### config.mk
export PLATFORM = sky130hd
export DESIGN_NAME = frame_packet_sequence_tracker_flat
export DESIGN_NICKNAME = d
export VERILOG_FILES = /design/src/design/fpst_pkg.sv /design/src/design/fpst_if.sv /design/src/design/fpst_cdiv.sv /design/src/design/frame_packet_sequence_tracker.sv /design/src/flat_wrapper.sv
export SDC_FILE = /design/constraint.sdc
export NUM_CORES = 1
export LEC_CHECK = 0
export ABC_CLOCK_PERIOD_IN_PS = 20300
export BUFFER_PORTS_ARGS = -buffer_cell sky130_fd_sc_hd__buf_2
export CAP_MARGIN = 40
export CORE_ASPECT_RATIO = 2
export CORE_MARGIN = 1
export CORE_UTILIZATION = 30
export CTS_CLUSTER_SIZE = 10
export DETAILED_ROUTE_END_ITERATION = 10
export MAX_ROUTING_LAYER = met4
export PLACE_DENSITY_LB_ADDON = 0.08
export SYNTH_ARGS = -nofsm -noshare
export SYNTH_HDL_FRONTEND = slang
export SYNTH_HIERARCHICAL = 1
export SYNTH_SLANG_ARGS = --single-unit
### constraint.sdc
create_clock -name clk_i -period 20.3 [get_ports clk_i]
set_input_delay 2.03 -clock clk_i [delete_from_list [all_inputs] [get_ports clk_i]]
set_output_delay 2.03 -clock clk_i [all_outputs]
set_load 0.02 [all_outputs]
### src/design/fpst_pkg.sv
// Shared types and constants of the frame packet sequence tracker.
`timescale 1ns / 1ps
package fpst_pkg;

  // Slots at or above this index are tracked but not written.
  localparam int unsigned MaxFramePackets = 512;

  localparam logic [9:0] NormalLenReset  = 10'd360;
  localparam logic [9:0] AutocalLenReset = 10'd135;
  localparam logic [9:0] SlotPtrMax      = 10'd1023;

  typedef enum logic [1:0] {
    CfgIdMode     = 2'd0,
    CfgModeration = 2'd1,
    CfgNormalLen  = 2'd2,
    CfgAutocalLen = 2'd3
  } cfg_reg_e;

  typedef struct packed {
    cfg_reg_e   index;
    logic [9:0] data;
  } cfg_req_t;

  typedef struct packed {
    logic        full_length;
    logic [15:0] pkt_seq;
    logic        tag_autocal;
  } in_item_t;

  typedef struct packed {
    logic        stored;
    logic [8:0]  store_slot;
    logic        id_mismatch;
    logic        subset_done;
    logic [3:0]  subset_index;
    logic [3:0]  subsets_in_frame;
    logic        frame_done;
    logic        frame_autocal;
    logic        frame_align_error;
    logic [31:0] received_count;
    logic [31:0] id_error_count;
  } out_item_t;

endpackage

### src/design/fpst_if.sv
// Valid/ready channel interfaces for headers, results and register writes.
`timescale 1ns / 1ps
interface fpst_in_if;
  logic               valid;
  logic               ready;
  fpst_pkg::in_item_t req;

  modport source (output valid, output req, input ready);
  modport sink   (input valid, input req, output ready);
endinterface

interface fpst_out_if;
  logic                valid;
  logic                ready;
  fpst_pkg::out_item_t req;

  modport source (output valid, output req, input ready);
  modport sink   (input valid, input req, output ready);
endinterface

interface fpst_cfg_if;
  logic               valid;
  logic               ready;
  fpst_pkg::cfg_req_t req;

  modport source (output valid, output req, input ready);
  modport sink   (input valid, input req, output ready);
endinterface

### src/design/fpst_cdiv.sv
// Quotient by a fixed divisor through a reciprocal multiply (exact for all inputs).
`timescale 1ns / 1ps
module fpst_cdiv #(
  parameter int unsigned X_W     = 16,
  parameter int unsigned DIVISOR = 45
) (
  input  logic [X_W-1:0] x_i,
  output logic [X_W-1:0] q_o
);

  // With the shift at X_W plus the divisor's width and the reciprocal rounded
  // up, the error term stays below 1/DIVISOR, so the floor is exact.
  localparam int unsigned DivW  = $clog2(DIVISOR + 1);
  localparam int unsigned Sh    = X_W + DivW;
  localparam int unsigned MultW = Sh + 1;
  localparam int unsigned ProdW = X_W + MultW;
  localparam longint unsigned Mult = ((64'd1 << Sh) + DIVISOR - 1) / DIVISOR;

  logic [ProdW-1:0] prod;

  assign prod = ProdW'(x_i) * ProdW'(Mult);
  assign q_o  = prod[Sh +: X_W];

endmodule

### src/design/frame_packet_sequence_tracker.sv
// Frame packet sequence tracker: slot placement, gap skipping and frame/subset completion.
//
// One result per accepted header, in order. Sustained rate is one header per
// clock while results are taken. An accepted header goes to the result register
// by way of the input register: the first register stage holds the header with
// its id divided by the subset size, the second closes the slot-tracking loop
// (remainder, skip, completion checks and counters) into the result register.
// The result register and the input register stall together when the result is
// not taken; the input side keeps accepting as long as the stage ahead of it can
// move. No clearing pass after reset. Register writes take effect with the next
// header.
`timescale 1ns / 1ps
module frame_packet_sequence_tracker #(
  parameter int unsigned SUBSET_PACKETS = 45
) (
  input  logic clk_i,
  input  logic rst_ni,
  fpst_in_if.sink    pkt_i,
  fpst_out_if.source res_o,
  fpst_cfg_if.sink   cfg_i
);
  import fpst_pkg::*;

  localparam int unsigned PosW = $clog2(SUBSET_PACKETS + 1);
  localparam logic [PosW-1:0] SubSize = PosW'(SUBSET_PACKETS);
  localparam logic [PosW-1:0] SubLast = PosW'(SUBSET_PACKETS - 1);

  // configuration
  logic       id_mode_q, mod_en_q;
  logic [9:0] norm_len_q, auto_len_q;

  // pipeline
  logic      s1_v_q, out_v_q;
  in_item_t  s1_item_q;
  logic [15:0] s1_pq_q;
  out_item_t out_item_q, out_item_d;
  logic      adv2, in_fire;
  logic [15:0] pid_q_c;

  // tracking state
  logic [9:0]      slot_q, slot_d;
  logic [PosW-1:0] pos_q, pos_d;
  logic [3:0]      sub_cnt_q, sub_cnt_d;
  logic            err_q, err_d;
  logic            sza_q, sza_d;
  logic [31:0]     pkt_cnt_q, pkt_cnt_d;
  logic [31:0]     mis_cnt_q, mis_cnt_d;

  // second-stage working values
  logic [15:0]     pid, qs;
  logic [PosW-1:0] p, j, adv, jn;
  logic            sza, mism, sub_end, sdone, fdone, stored;
  logic [9:0]      npack, nq, nqs;
  logic [16:0]     i_n;

  assign cfg_i.ready = 1'b1;
  assign adv2        = s1_v_q && (!out_v_q || res_o.ready);
  assign pkt_i.ready = !s1_v_q || adv2;
  assign in_fire     = pkt_i.valid && pkt_i.ready;
  assign res_o.valid = out_v_q;
  assign res_o.req   = out_item_q;

  fpst_cdiv #(.X_W(16), .DIVISOR(SUBSET_PACKETS)) u_pid_div (
    .x_i (pkt_i.req.pkt_seq),
    .q_o (pid_q_c)
  );

  fpst_cdiv #(.X_W(10), .DIVISOR(SUBSET_PACKETS)) u_len_div (
    .x_i (npack),
    .q_o (nq)
  );

  // remainders from the quotients; both products never exceed the dividend
  assign pid = s1_item_q.pkt_seq;
  assign qs  = s1_pq_q * 16'(SUBSET_PACKETS);
  assign p   = PosW'(pid - qs);
  assign nqs = nq * 10'(SUBSET_PACKETS);

  assign sza   = (slot_q == 10'd0) ? s1_item_q.tag_autocal : sza_q;
  assign npack = sza ? auto_len_q : norm_len_q;

  always_comb begin
    j       = '0;
    adv     = '0;
    jn      = '0;
    mism    = 1'b0;
    sub_end = 1'b0;
    pos_d   = pos_q;
    i_n     = 17'(slot_q);

    if (!id_mode_q) begin
      j    = (pos_q >= SubSize) ? '0 : pos_q;
      mism = (p != j);
      // a backward id only closes out the current subset
      if (p >= j) adv = p - j + PosW'(1);
      else        adv = SubSize - j;
      jn      = j + adv;
      sub_end = (jn >= SubSize);
      pos_d   = sub_end ? '0 : jn;
      i_n     = 17'(slot_q) + 17'(adv);
    end else begin
      mism = (pid != 16'(slot_q));
      if (pid >= 16'(slot_q)) begin
        i_n     = 17'(pid) + 17'd1;
        sub_end = (p == SubLast);
      end else begin
        i_n     = 17'(npack);
        sub_end = (npack != 10'd0) && (nqs == npack);
      end
    end

    sdone  = sub_end && mod_en_q;
    fdone  = (i_n >= 17'(npack)) && (id_mode_q || sub_end);
    stored = (32'(slot_q) < MaxFramePackets);

    pkt_cnt_d = pkt_cnt_q + 32'd1;
    mis_cnt_d = mis_cnt_q + 32'(mism);
    err_d     = err_q | mism;
    sza_d     = sza;
    sub_cnt_d = sdone ? sub_cnt_q + 4'd1 : sub_cnt_q;
    slot_d    = (i_n > 17'(SlotPtrMax)) ? SlotPtrMax : i_n[9:0];
    if (fdone) begin
      slot_d    = '0;
      pos_d     = '0;
      sub_cnt_d = '0;
      err_d     = 1'b0;
    end

    out_item_d                   = '0;
    out_item_d.stored            = stored;
    out_item_d.store_slot        = stored ? slot_q[8:0] : 9'd0;
    out_item_d.id_mismatch       = mism;
    out_item_d.subset_done       = sdone;
    out_item_d.subset_index      = sdone ? sub_cnt_q : 4'd0;
    out_item_d.subsets_in_frame  = sdone ? nq[3:0] : 4'd0;
    out_item_d.frame_done        = fdone;
    out_item_d.frame_autocal     = fdone && sza;
    out_item_d.frame_align_error = fdone && (err_q | mism);
    out_item_d.received_count    = pkt_cnt_d;
    out_item_d.id_error_count    = mis_cnt_d;

    // short datagram: leaves state alone, reports only the counters
    if (!s1_item_q.full_length) begin
      out_item_d                = '0;
      out_item_d.received_count = pkt_cnt_q;
      out_item_d.id_error_count = mis_cnt_q;
    end
  end

  always_ff @(posedge clk_i or negedge rst_ni) begin
    if (!rst_ni) begin
      id_mode_q  <= 1'b0;
      mod_en_q   <= 1'b0;
      norm_len_q <= NormalLenReset;
      auto_len_q <= AutocalLenReset;
      s1_v_q     <= 1'b0;
      out_v_q    <= 1'b0;
      slot_q     <= '0;
      pos_q      <= '0;
      sub_cnt_q  <= '0;
      err_q      <= 1'b0;
      sza_q      <= 1'b0;
      pkt_cnt_q  <= '0;
      mis_cnt_q  <= '0;
    end else begin
      if (cfg_i.valid) begin
        case (cfg_i.req.index)
          CfgIdMode:     id_mode_q  <= cfg_i.req.data[0];
          CfgModeration: mod_en_q   <= cfg_i.req.data[0];
          CfgNormalLen:  norm_len_q <= cfg_i.req.data;
          CfgAutocalLen: auto_len_q <= cfg_i.req.data;
          default:       ;
        endcase
      end

      if (in_fire)   s1_v_q <= 1'b1;
      else if (adv2) s1_v_q <= 1'b0;

      if (adv2)                 out_v_q <= 1'b1;
      else if (res_o.ready)     out_v_q <= 1'b0;

      if (adv2 && s1_item_q.full_length) begin
        slot_q    <= slot_d;
        pos_q     <= pos_d;
        sub_cnt_q <= sub_cnt_d;
        err_q     <= err_d;
        sza_q     <= sza_d;
        pkt_cnt_q <= pkt_cnt_d;
        mis_cnt_q <= mis_cnt_d;
      end
    end
  end

  // payload registers
  always_ff @(posedge clk_i) begin
    if (in_fire) begin
      s1_item_q <= pkt_i.req;
      s1_pq_q   <= pid_q_c;
    end
    if (adv2) out_item_q <= out_item_d;
  end

endmodule
### src/flat_wrapper.sv
// flat-port wrapper written by rule: the top's interface ports become plain ports
module frame_packet_sequence_tracker_flat import fpst_pkg::*;
#(
  parameter int unsigned SUBSET_PACKETS = 45
)
  (clk_i, rst_ni, pkt_i_valid, pkt_i_req, pkt_i_ready, res_o_valid, res_o_req, res_o_ready, cfg_i_valid, cfg_i_req, cfg_i_ready);
  fpst_in_if pkt_i_i ();
  fpst_out_if res_o_i ();
  fpst_cfg_if cfg_i_i ();
  input  logic clk_i;
  input  logic rst_ni;
  input wire logic [$bits(pkt_i_i.valid)-1:0] pkt_i_valid;
  input wire logic [$bits(pkt_i_i.req)-1:0] pkt_i_req;
  output wire logic [$bits(pkt_i_i.ready)-1:0] pkt_i_ready;
  output wire logic [$bits(res_o_i.valid)-1:0] res_o_valid;
  output wire logic [$bits(res_o_i.req)-1:0] res_o_req;
  input wire logic [$bits(res_o_i.ready)-1:0] res_o_ready;
  input wire logic [$bits(cfg_i_i.valid)-1:0] cfg_i_valid;
  input wire logic [$bits(cfg_i_i.req)-1:0] cfg_i_req;
  output wire logic [$bits(cfg_i_i.ready)-1:0] cfg_i_ready;
  assign pkt_i_i.valid = pkt_i_valid;
  assign pkt_i_i.req = pkt_i_req;
  assign pkt_i_ready = pkt_i_i.ready;
  assign res_o_valid = res_o_i.valid;
  assign res_o_req = res_o_i.req;
  assign res_o_i.ready = res_o_ready;
  assign cfg_i_i.valid = cfg_i_valid;
  assign cfg_i_i.req = cfg_i_req;
  assign cfg_i_ready = cfg_i_i.ready;
  frame_packet_sequence_tracker #(.SUBSET_PACKETS(SUBSET_PACKETS)) u_core (.clk_i(clk_i), .rst_ni(rst_ni), .pkt_i(pkt_i_i), .res_o(res_o_i), .cfg_i(cfg_i_i));
endmodule
==> flow_summary.html, run 1 <==
<table>
<tr><th>Metric</th><th>Value</th></tr>
<tr><th colspan="2">GRT</th></tr>
<tr><td>Maximum number of pins on one net before global-route repair</td><td>59</td></tr>
<tr><td>Overflow left after global routing</td><td>0</td></tr>
<tr><td>Number of global-route vias before repair</td><td>14641</td></tr>
<tr><td>Total routing resource utilization after global routing</td><td>17.7%</td></tr>
<tr><td>Initial antenna violation count</td><td>1</td></tr>
<tr><td>Global-route wire length before repair</td><td>83900 um</td></tr>
<tr><th colspan="2">CTS</th></tr>
<tr><td>Largest buffer count on any clock path</td><td>3</td></tr>
<tr><td>Root Driver</td><td>sky130_fd_sc_hd__clkbuf_16</td></tr>
<tr><td>Quantity of gates resized following cts</td><td>0</td></tr>
<tr><td>Clk_lat worst skew</td><td>560 ps</td></tr>
<tr><td>Inserted Clock Buffers</td><td>27</td></tr>
<tr><td>Setup bufs post-CTS</td><td>0</td></tr>
<tr><td>H-Tree Depth</td><td>1</td></tr>
<tr><td>Clock tree from TritonCTS</td><td>built</td></tr>
<tr><td>Clock sink count</td><td>221</td></tr>
<tr><td>Hold Buf Count CTS</td><td>0</td></tr>
<tr><td>Register clock-pin slew on the reported worst setup and hold paths</td><td>60 ps</td></tr>
<tr><th colspan="2">Setup path</th></tr>
<tr><td>Capturing element type of the critical path</td><td>flip-flop</td></tr>
<tr><td>Data arrival time of the worst path</td><td>11190 ps</td></tr>
<tr><td>Delay of the slowest critical-path stage</td><td>690 ps</td></tr>
<tr><td>Data required time of the critical path</td><td>20730 ps</td></tr>
<tr><td>Type of the worst setup path</td><td>reg2reg</td></tr>
<tr><td>Worst Path Max Fanout</td><td>16</td></tr>
<tr><td>Standard cell with the maximum stage delay on the critical path</td><td>sky130_fd_sc_hd__or4_1</td></tr>
<tr><td>Most frequent cell on the critical path</td><td>sky130_fd_sc_hd__fa_1</td></tr>
<tr><td>Type of origin of the critical path</td><td>flip-flop</td></tr>
<tr><th colspan="2">Place</th></tr>
<tr><td>RD Place Congestion</td><td>0.869</td></tr>
<tr><td>DPL Wire Length</td><td>44400 um</td></tr>
<tr><td>Number of port buffers</td><td>123</td></tr>
<tr><th colspan="2">Finish</th></tr>
<tr><td>Fraction of final layout cells sized beyond drive strength 1</td><td>11.7%</td></tr>
<tr><td>Net count of the finished layout</td><td>2375</td></tr>
<tr><td>Post-layout utilization of the core</td><td>34.2%</td></tr>
<tr><td>Final-layout fill cell count</td><td>6383</td></tr>
<tr><td>Area used by multi-input combinational logic</td><td>11600 sq um</td></tr>
<tr><td>Sequential cell area</td><td>6100 sq um</td></tr>
<tr><td>Area Growth Syn to Fin</td><td>12.4%</td></tr>
<tr><th colspan="2">Routing</th></tr>
<tr><td>Detailed-routed wire length on met2</td><td>31900 um</td></tr>
<tr><td>Post-route DRC violation count</td><td>26</td></tr>
<tr><td>Highest metal layer with signal wires</td><td>met4</td></tr>
<tr><td>Antenna-violating nets left</td><td>0</td></tr>
<tr><td>DR WL/cell</td><td>19.3 um</td></tr>
<tr><td>Initial detailed-routing violation count</td><td>625</td></tr>
<tr><td>Routed length on met1</td><td>17700 um</td></tr>
<tr><td>1st-pass router iterations</td><td>8</td></tr>
<tr><td>Total via count after detailed routing</td><td>13163</td></tr>
<tr><td>Met3 wirelength from detailed routing</td><td>1590 um</td></tr>
<tr><td>Drt total wl</td><td>53400 um</td></tr>
<tr><td>Via-to-Cell Ratio</td><td>4.76</td></tr>
<tr><th colspan="2">Logic synthesis</th></tr>
<tr><td>Synth warnings</td><td>6</td></tr>
<tr><td>Syn Area/Cell</td><td>10.3 sq um</td></tr>
<tr><td>Synthesized netlist cell count</td><td>1836</td></tr>
<tr><td>Cell area after technology mapping</td><td>18900 sq um</td></tr>
<tr><th colspan="2">Floorplanning</th></tr>
<tr><td>Core Footprint</td><td>62100 sq um</td></tr>
<tr><td>Chip width</td><td>180 um</td></tr>
<tr><td>Number of rows created at floorplan</td><td>129</td></tr>
<tr><td>Die area</td><td>64200 sq um</td></tr>
<tr><td>Number of top-level pins</td><td>125</td></tr>
<tr><td>Initial core utilization</td><td>30.5%</td></tr>
<tr><td>Height of the chip</td><td>357 um</td></tr>
<tr><th colspan="2">STA</th></tr>
<tr><td>Total negative slack for setup checks</td><td>0 ps</td></tr>
<tr><td>Number of hold violations in the final report</td><td>0</td></tr>
<tr><td>Final worst path period need</td><td>10770 ps</td></tr>
<tr><td>Max frequency</td><td>92.9 MHz</td></tr>
<tr><td>Slew Limit Fails</td><td>0</td></tr>
<tr><td>Final setup viols</td><td>0</td></tr>
<tr><td>Worst hold margin</td><td>487 ps</td></tr>
<tr><td>Normalized max-slew margin</td><td>44.2%</td></tr>
<tr><td>Final clock skew</td><td>27.2 ps</td></tr>
<tr><td>Final clock period utilization by the worst path</td><td>53.0%</td></tr>
<tr><td>RSZ-0062 raised after global routing</td><td>false</td></tr>
<tr><td>Worst slew pin tran</td><td>831 ps</td></tr>
<tr><th colspan="2">Job</th></tr>
<tr><td>Max_cap viols</td><td>0</td></tr>
<tr><th colspan="2">Run status</th></tr>
<tr><td>Result of the run</td><td>finished with violations</td></tr>
<tr><td>Violations in the final reports</td><td>design-rule violations</td></tr>
<tr><th colspan="2">Hold path</th></tr>
<tr><td>Hold Path Class</td><td>reg2reg</td></tr>
</table>
==> registers in the layout, summed over array words and instances, names as in the netlist <==
register,flops
u_core/res_o.valid,1
u_core/sza_q,1
u_core/s1_pq_q,6
u_core/mod_en_q,1
u_core/pos_q,6
u_core/mis_cnt_q,32
u_core/sub_cnt_q,4
u_core/auto_len_q,10
u_core/slot_q,10
u_core/s1_v_q,1
u_core/id_mode_q,1
u_core/err_q,1
u_core/res_o.req,87
u_core/pkt_cnt_q,32
u_core/pid,16
u_core/s1_item_q,2
u_core/norm_len_q,10
==> layout by cell type (no fill, tap or decap), types with 9 or more instances in the layout <==
| cell type | instances |
|---|---|
| sky130_fd_sc_hd__a21o_1 | 13 |
| sky130_fd_sc_hd__a21oi_1 | 62 |
| sky130_fd_sc_hd__a31oi_1 | 11 |
| sky130_fd_sc_hd__and2_1 | 20 |
| sky130_fd_sc_hd__and3_1 | 26 |
| sky130_fd_sc_hd__and4_1 | 12 |
| sky130_fd_sc_hd__buf_2 | 122 |
| sky130_fd_sc_hd__buf_4 | 12 |
| sky130_fd_sc_hd__clkbuf_1 | 18 |
| sky130_fd_sc_hd__clkbuf_16 | 27 |
| sky130_fd_sc_hd__dfrtp_1 | 102 |
| sky130_fd_sc_hd__edfxtp_1 | 111 |
| sky130_fd_sc_hd__fa_1 | 121 |
| sky130_fd_sc_hd__ha_1 | 259 |
| sky130_fd_sc_hd__inv_1 | 283 |
| sky130_fd_sc_hd__mux2_2 | 32 |
| sky130_fd_sc_hd__mux2i_1 | 14 |
| sky130_fd_sc_hd__nand2_1 | 143 |
| sky130_fd_sc_hd__nand2b_1 | 20 |
| sky130_fd_sc_hd__nand3_1 | 44 |
| sky130_fd_sc_hd__nand4_1 | 25 |
| sky130_fd_sc_hd__nor2_1 | 92 |
| sky130_fd_sc_hd__nor3_1 | 25 |
| sky130_fd_sc_hd__nor4_1 | 9 |
| sky130_fd_sc_hd__o21ai_0 | 36 |
| sky130_fd_sc_hd__xnor2_1 | 125 |
| sky130_fd_sc_hd__xor2_1 | 65 |
==> metal layers <==
| layer | up-vias | track usage (%) |
|---|---|---|
| met3 | 88 | 1.87 |
| met5 | - | - |
| li1 | 6422 | - |
| met2 | 220 | 37.2 |
| met4 | 0 | 7.17 |
| met1 | 6433 | 15.6 |
==> path summary, 6_finish.rpt <==
kind                                      start                   end  slack [ps]  cells after the start
hold reg to reg            u_core/mis_cnt_q[31]  u_core/mis_cnt_q[31]         490                      1
setup / recovery               u_core/slot_q[0]   u_core/sub_cnt_q[3]        9530                     35
max in group asynchronous                rst_ni  u_core/pkt_cnt_q[31]       17780                      3
hold / removal             u_core/mis_cnt_q[31]  u_core/mis_cnt_q[31]         490                      1
min in group asynchronous                rst_ni  u_core/mis_cnt_q[17]        1520                      1
setup reg to reg               u_core/slot_q[0]   u_core/sub_cnt_q[3]        9530                     35
==> area by class of cell <==
cell class,instances,area share (%)
Sequential cell,221,28.6
Clock inverter,4,0.123
Clock buffer,45,3.49
Tap cell,786,4.62
Antenna cell,1,0.0118
Multi-Input combinational cell,1287,54.4
Timing Repair Buffer,138,3.66
Inverter,285,5.04
==> per-stage QoR <==
| stage | setup slack [ps] | cells | instance area, sq um |
|---|---|---|---|
| after floorplan | 10540 | 1840 | 18900 |
| after global placement | 8920 | 2711 | 20400 |
| after detailed placement | 9460 | 2717 | 20500 |
| after CTS | 9420 | 2766 | 21300 |
| after global routing | 8870 | 2767 | 21300 |
| final | 9530 | 2767 | 21300 |
==> critical path, delay by kind of cell (launching register included) <==
family | cells | cell delay (ps)
adders and majority gates | 10 | 4350
and+or+nand+nor | 6 | 1910
AOI/OAI and AO/OA | 9 | 1750
buffers and inverters | 7 | 880
muxes | 2 | 790
xor gates and xnor gates | 1 | 470
DFF | 1 | 440
Power of run 1 is not shown: default switching activity piles up to over one toggle a cycle in this logic, so the estimate is an artifact.
==> run 2, diff against run 1 <==
Settings changed: ABC_AREA set to 1, ABC_CLOCK_PERIOD_IN_PS 20300 to 10600.
Clock period 20.3 ns to 10.6 ns, I/O delays scaled along.
==> run 2 against run 1 <==
Effect of this change:
- the run now ends clean
- first-iteration DRC count up 7.2%
- register-to-register slack worse by 7800 ps
- non-clock buffer count down 7
- hold slack worse by 1.8 ps
- routed wire length up 10%
- sequential share of layout area down 1.7 points
==> flow_summary.html, run 2 <==
<table>
<tr><th>Metric</th><th>Value</th></tr>
<tr><th colspan="2">Routing</th></tr>
<tr><td>Post-route DRC violation count</td><td>0 (-100%)</td></tr>
<tr><td>DR WL/cell</td><td>16.9 um (-13%)</td></tr>
<tr><td>1st-pass router iterations</td><td>7 (-1)</td></tr>
<tr><td>Via-to-Cell Ratio</td><td>4.54 (-4.5%)</td></tr>
<tr><td>Drt total wl</td><td>58800 um (+10%)</td></tr>
<tr><td>Antenna-violating nets left</td><td>0 (unchanged)</td></tr>
<tr><td>Initial detailed-routing violation count</td><td>670 (+7.2%)</td></tr>
<tr><td>Total via count after detailed routing</td><td>15838 (+20%)</td></tr>
<tr><th colspan="2">STA</th></tr>
<tr><td>Final clock period utilization by the worst path</td><td>83.5% (+31 points)</td></tr>
<tr><td>Max frequency</td><td>113 MHz (+22%)</td></tr>
<tr><td>Final clock skew</td><td>14.7 ps (-12.5 ps)</td></tr>
<tr><td>Total negative slack for setup checks</td><td>0 ps (unchanged)</td></tr>
<tr><td>Normalized max-slew margin</td><td>43.2% (-1.1 points)</td></tr>
<tr><td>Worst slew pin tran</td><td>853 ps (+21.9 ps)</td></tr>
<tr><td>Final worst path period need</td><td>8860 ps (-1910 ps)</td></tr>
<tr><td>Final setup viols</td><td>0 (unchanged)</td></tr>
<tr><td>Number of hold violations in the final report</td><td>0 (unchanged)</td></tr>
<tr><td>Slew Limit Fails</td><td>0 (unchanged)</td></tr>
<tr><td>RSZ-0062 raised after global routing</td><td>false</td></tr>
<tr><th colspan="2">Finish</th></tr>
<tr><td>Number of cells in the finished layout apart from fillers</td><td>3485 (+26%)</td></tr>
<tr><td>Fraction of final layout cells sized beyond drive strength 1</td><td>9.04% (-2.7 points)</td></tr>
<tr><td>Commonest non-fill, non-tap cell in the layout</td><td>sky130_fd_sc_hd__nand2_1</td></tr>
<tr><td>Largest register FFs</td><td>87 (unchanged)</td></tr>
<tr><td>Post-layout utilization of the core</td><td>34.0% (-0.28 points)</td></tr>
<tr><td>Area Growth Syn to Fin</td><td>11.8%</td></tr>
<tr><td>Commonest cells after routing, fill and taps aside</td><td>537 x sky130_fd_sc_hd__nand2_1, 508 x sky130_fd_sc_hd__inv_1, 259 x sky130_fd_sc_hd__ha_1</td></tr>
<tr><td>Net count of the finished layout</td><td>2995 (+26%)</td></tr>
<tr><td>Finished layout cell area</td><td>22700 sq um (+6.5%)</td></tr>
<tr><th colspan="2">Hold path</th></tr>
<tr><td>Hold Crit Depth</td><td>2 (+1)</td></tr>
<tr><td>Hold Path Class</td><td>reg2reg</td></tr>
<tr><th colspan="2">GRT</th></tr>
<tr><td>Total routing resource utilization after global routing</td><td>18.1% (+0.40 points)</td></tr>
<tr><td>Overflow left after global routing</td><td>0 (unchanged)</td></tr>
<tr><td>Initial antenna violation count</td><td>1 (unchanged)</td></tr>
<tr><td>Maximum number of pins on one net before global-route repair</td><td>83 (+41%)</td></tr>
<tr><td>Global-route wire length before repair</td><td>91800 um (+9.4%)</td></tr>
<tr><td>Number of global-route vias before repair</td><td>16731 (+14%)</td></tr>
<tr><th colspan="2">Floorplanning</th></tr>
<tr><td>Chip width</td><td>186 um (+3.4%)</td></tr>
<tr><td>Number of rows created at floorplan</td><td>134 (+3.9%)</td></tr>
<tr><td>Height of the chip</td><td>370 um (+3.5%)</td></tr>
<tr><td>Core Footprint</td><td>66700 sq um (+7.4%)</td></tr>
<tr><td>Initial core utilization</td><td>30.4% (-0.084 points)</td></tr>
<tr><td>Number of top-level pins</td><td>125 (unchanged)</td></tr>
<tr><td>Die area</td><td>68700 sq um (+7.0%)</td></tr>
<tr><th colspan="2">CTS</th></tr>
<tr><td>Hold Buf Count CTS</td><td>0 (unchanged)</td></tr>
<tr><td>Register clock-pin slew on the reported worst setup and hold paths</td><td>60 ps (about the same)</td></tr>
<tr><td>H-Tree Depth</td><td>1 (unchanged)</td></tr>
<tr><td>Inserted Clock Buffers</td><td>26 (-3.7%)</td></tr>
<tr><td>Root Driver</td><td>sky130_fd_sc_hd__clkbuf_16</td></tr>
<tr><td>Quantity of gates resized following cts</td><td>0 (unchanged)</td></tr>
<tr><td>Clk_lat worst skew</td><td>550 ps (about the same)</td></tr>
<tr><td>Setup bufs post-CTS</td><td>0 (unchanged)</td></tr>
<tr><td>Clock sink count</td><td>221 (unchanged)</td></tr>
<tr><td>Clock tree from TritonCTS</td><td>built</td></tr>
<tr><td>Largest buffer count on any clock path</td><td>3 (unchanged)</td></tr>
<tr><th colspan="2">Setup path</th></tr>
<tr><td>Capturing element type of the critical path</td><td>flip-flop</td></tr>
<tr><td>Type of origin of the critical path</td><td>flip-flop</td></tr>
<tr><td>Standard cell with the maximum stage delay on the critical path</td><td>sky130_fd_sc_hd__fa_1</td></tr>
<tr><td>Most frequent cell on the critical path</td><td>sky130_fd_sc_hd__nand2_1</td></tr>
<tr><td>Data required time of the critical path</td><td>11080 ps (-9650 ps)</td></tr>
<tr><td>Worst Path Max Fanout</td><td>11 (-5)</td></tr>
<tr><td>Type of the worst setup path</td><td>reg2reg</td></tr>
<tr><td>Data arrival time of the worst path</td><td>9340 ps (-1850 ps)</td></tr>
<tr><td>R2R depth</td><td>44 (+26%)</td></tr>
<tr><td>Delay of the slowest critical-path stage</td><td>540 ps (-150 ps)</td></tr>
<tr><th colspan="2">Logic synthesis</th></tr>
<tr><td>Syn Area/Cell</td><td>8.22 sq um (-20%)</td></tr>
<tr><td>Synthesized netlist cell count</td><td>2465 (+34%)</td></tr>
<tr><td>Synth warnings</td><td>6 (unchanged)</td></tr>
<tr><td>Cell area after technology mapping</td><td>20300 sq um (+7.1%)</td></tr>
<tr><th colspan="2">Place</th></tr>
<tr><td>Number of cells after detailed placement</td><td>3436 (+26%)</td></tr>
<tr><td>DPL Wire Length</td><td>48800 um (+9.9%)</td></tr>
<tr><td>Cell Area, Placed</td><td>21900 sq um (+6.7%)</td></tr>
<tr><td>RD Place Congestion</td><td>0.920 (+5.8%)</td></tr>
<tr><td>Number of port buffers</td><td>123 (unchanged)</td></tr>
<tr><th colspan="2">Job</th></tr>
<tr><td>Max_cap viols</td><td>0 (unchanged)</td></tr>
<tr><th colspan="2">Run status</th></tr>
<tr><td>Result of the run</td><td>finished clean</td></tr>
</table>
run 2: worst paths after layout:
path | startpoint | to | slack, ps
max reg2reg | u_core/slot_q[0] | u_core/sub_cnt_q[0] | 1740
min in group asynchronous | rst_ni | u_core/pkt_cnt_q[24] | 570
max | u_core/slot_q[0] | u_core/sub_cnt_q[0] | 1740
min reg2reg | u_core/norm_len_q[0] | u_core/norm_len_q[0] | 490
max in group asynchronous | rst_ni | u_core/mis_cnt_q[18] | 8990
min | u_core/norm_len_q[0] | u_core/norm_len_q[0] | 490
run 2: area by class of cell:
| cell class | count | area [sq um] |
|---|---|---|
| Timing Repair Buffer | 131 | 698 |
| Tap cell | 884 | 1110 |
| Antenna cell | 1 | 2.50 |
| Sequential cell | 221 | 6100 |
| Clock inverter | 1 | 5.00 |
| Inverter | 515 | 1940 |
| Clock buffer | 47 | 781 |
| Fill cell | 7209 | 44100 |
| Multi-Input combinational cell | 1685 | 12000 |
run 2: per-layer routing:
layer / share of wire, % / GRT usage [%] / vias up
li1: - / - / 8005
met1: 34 / 16.3 / 7485
met2: 59 / 37.2 / 265
met3: 3.0 / 1.74 / 83
met4: 3.8 / 6.86 / 0
met5: 0 / - / -
run 2: per-stage QoR:
stage / worst slack [ps] / hold WS (ps)
after floorplan: 2830 / 453
after global routing: 1040 / 512
after CTS: 1650 / 492
final: 1740 / 486
after detailed placement: 1700 / 479
after global placement: 1800 / 470
run 2: worst max-delay path, delay by kind of cell (launching register included):
kind,cells,cell delay (ps)
compound gates,1,140
fa+ha+maj,11,4460
buf+inv,7,470
flops,1,420
simple gates,25,3270
Power of run 2 is left out for the same reason.
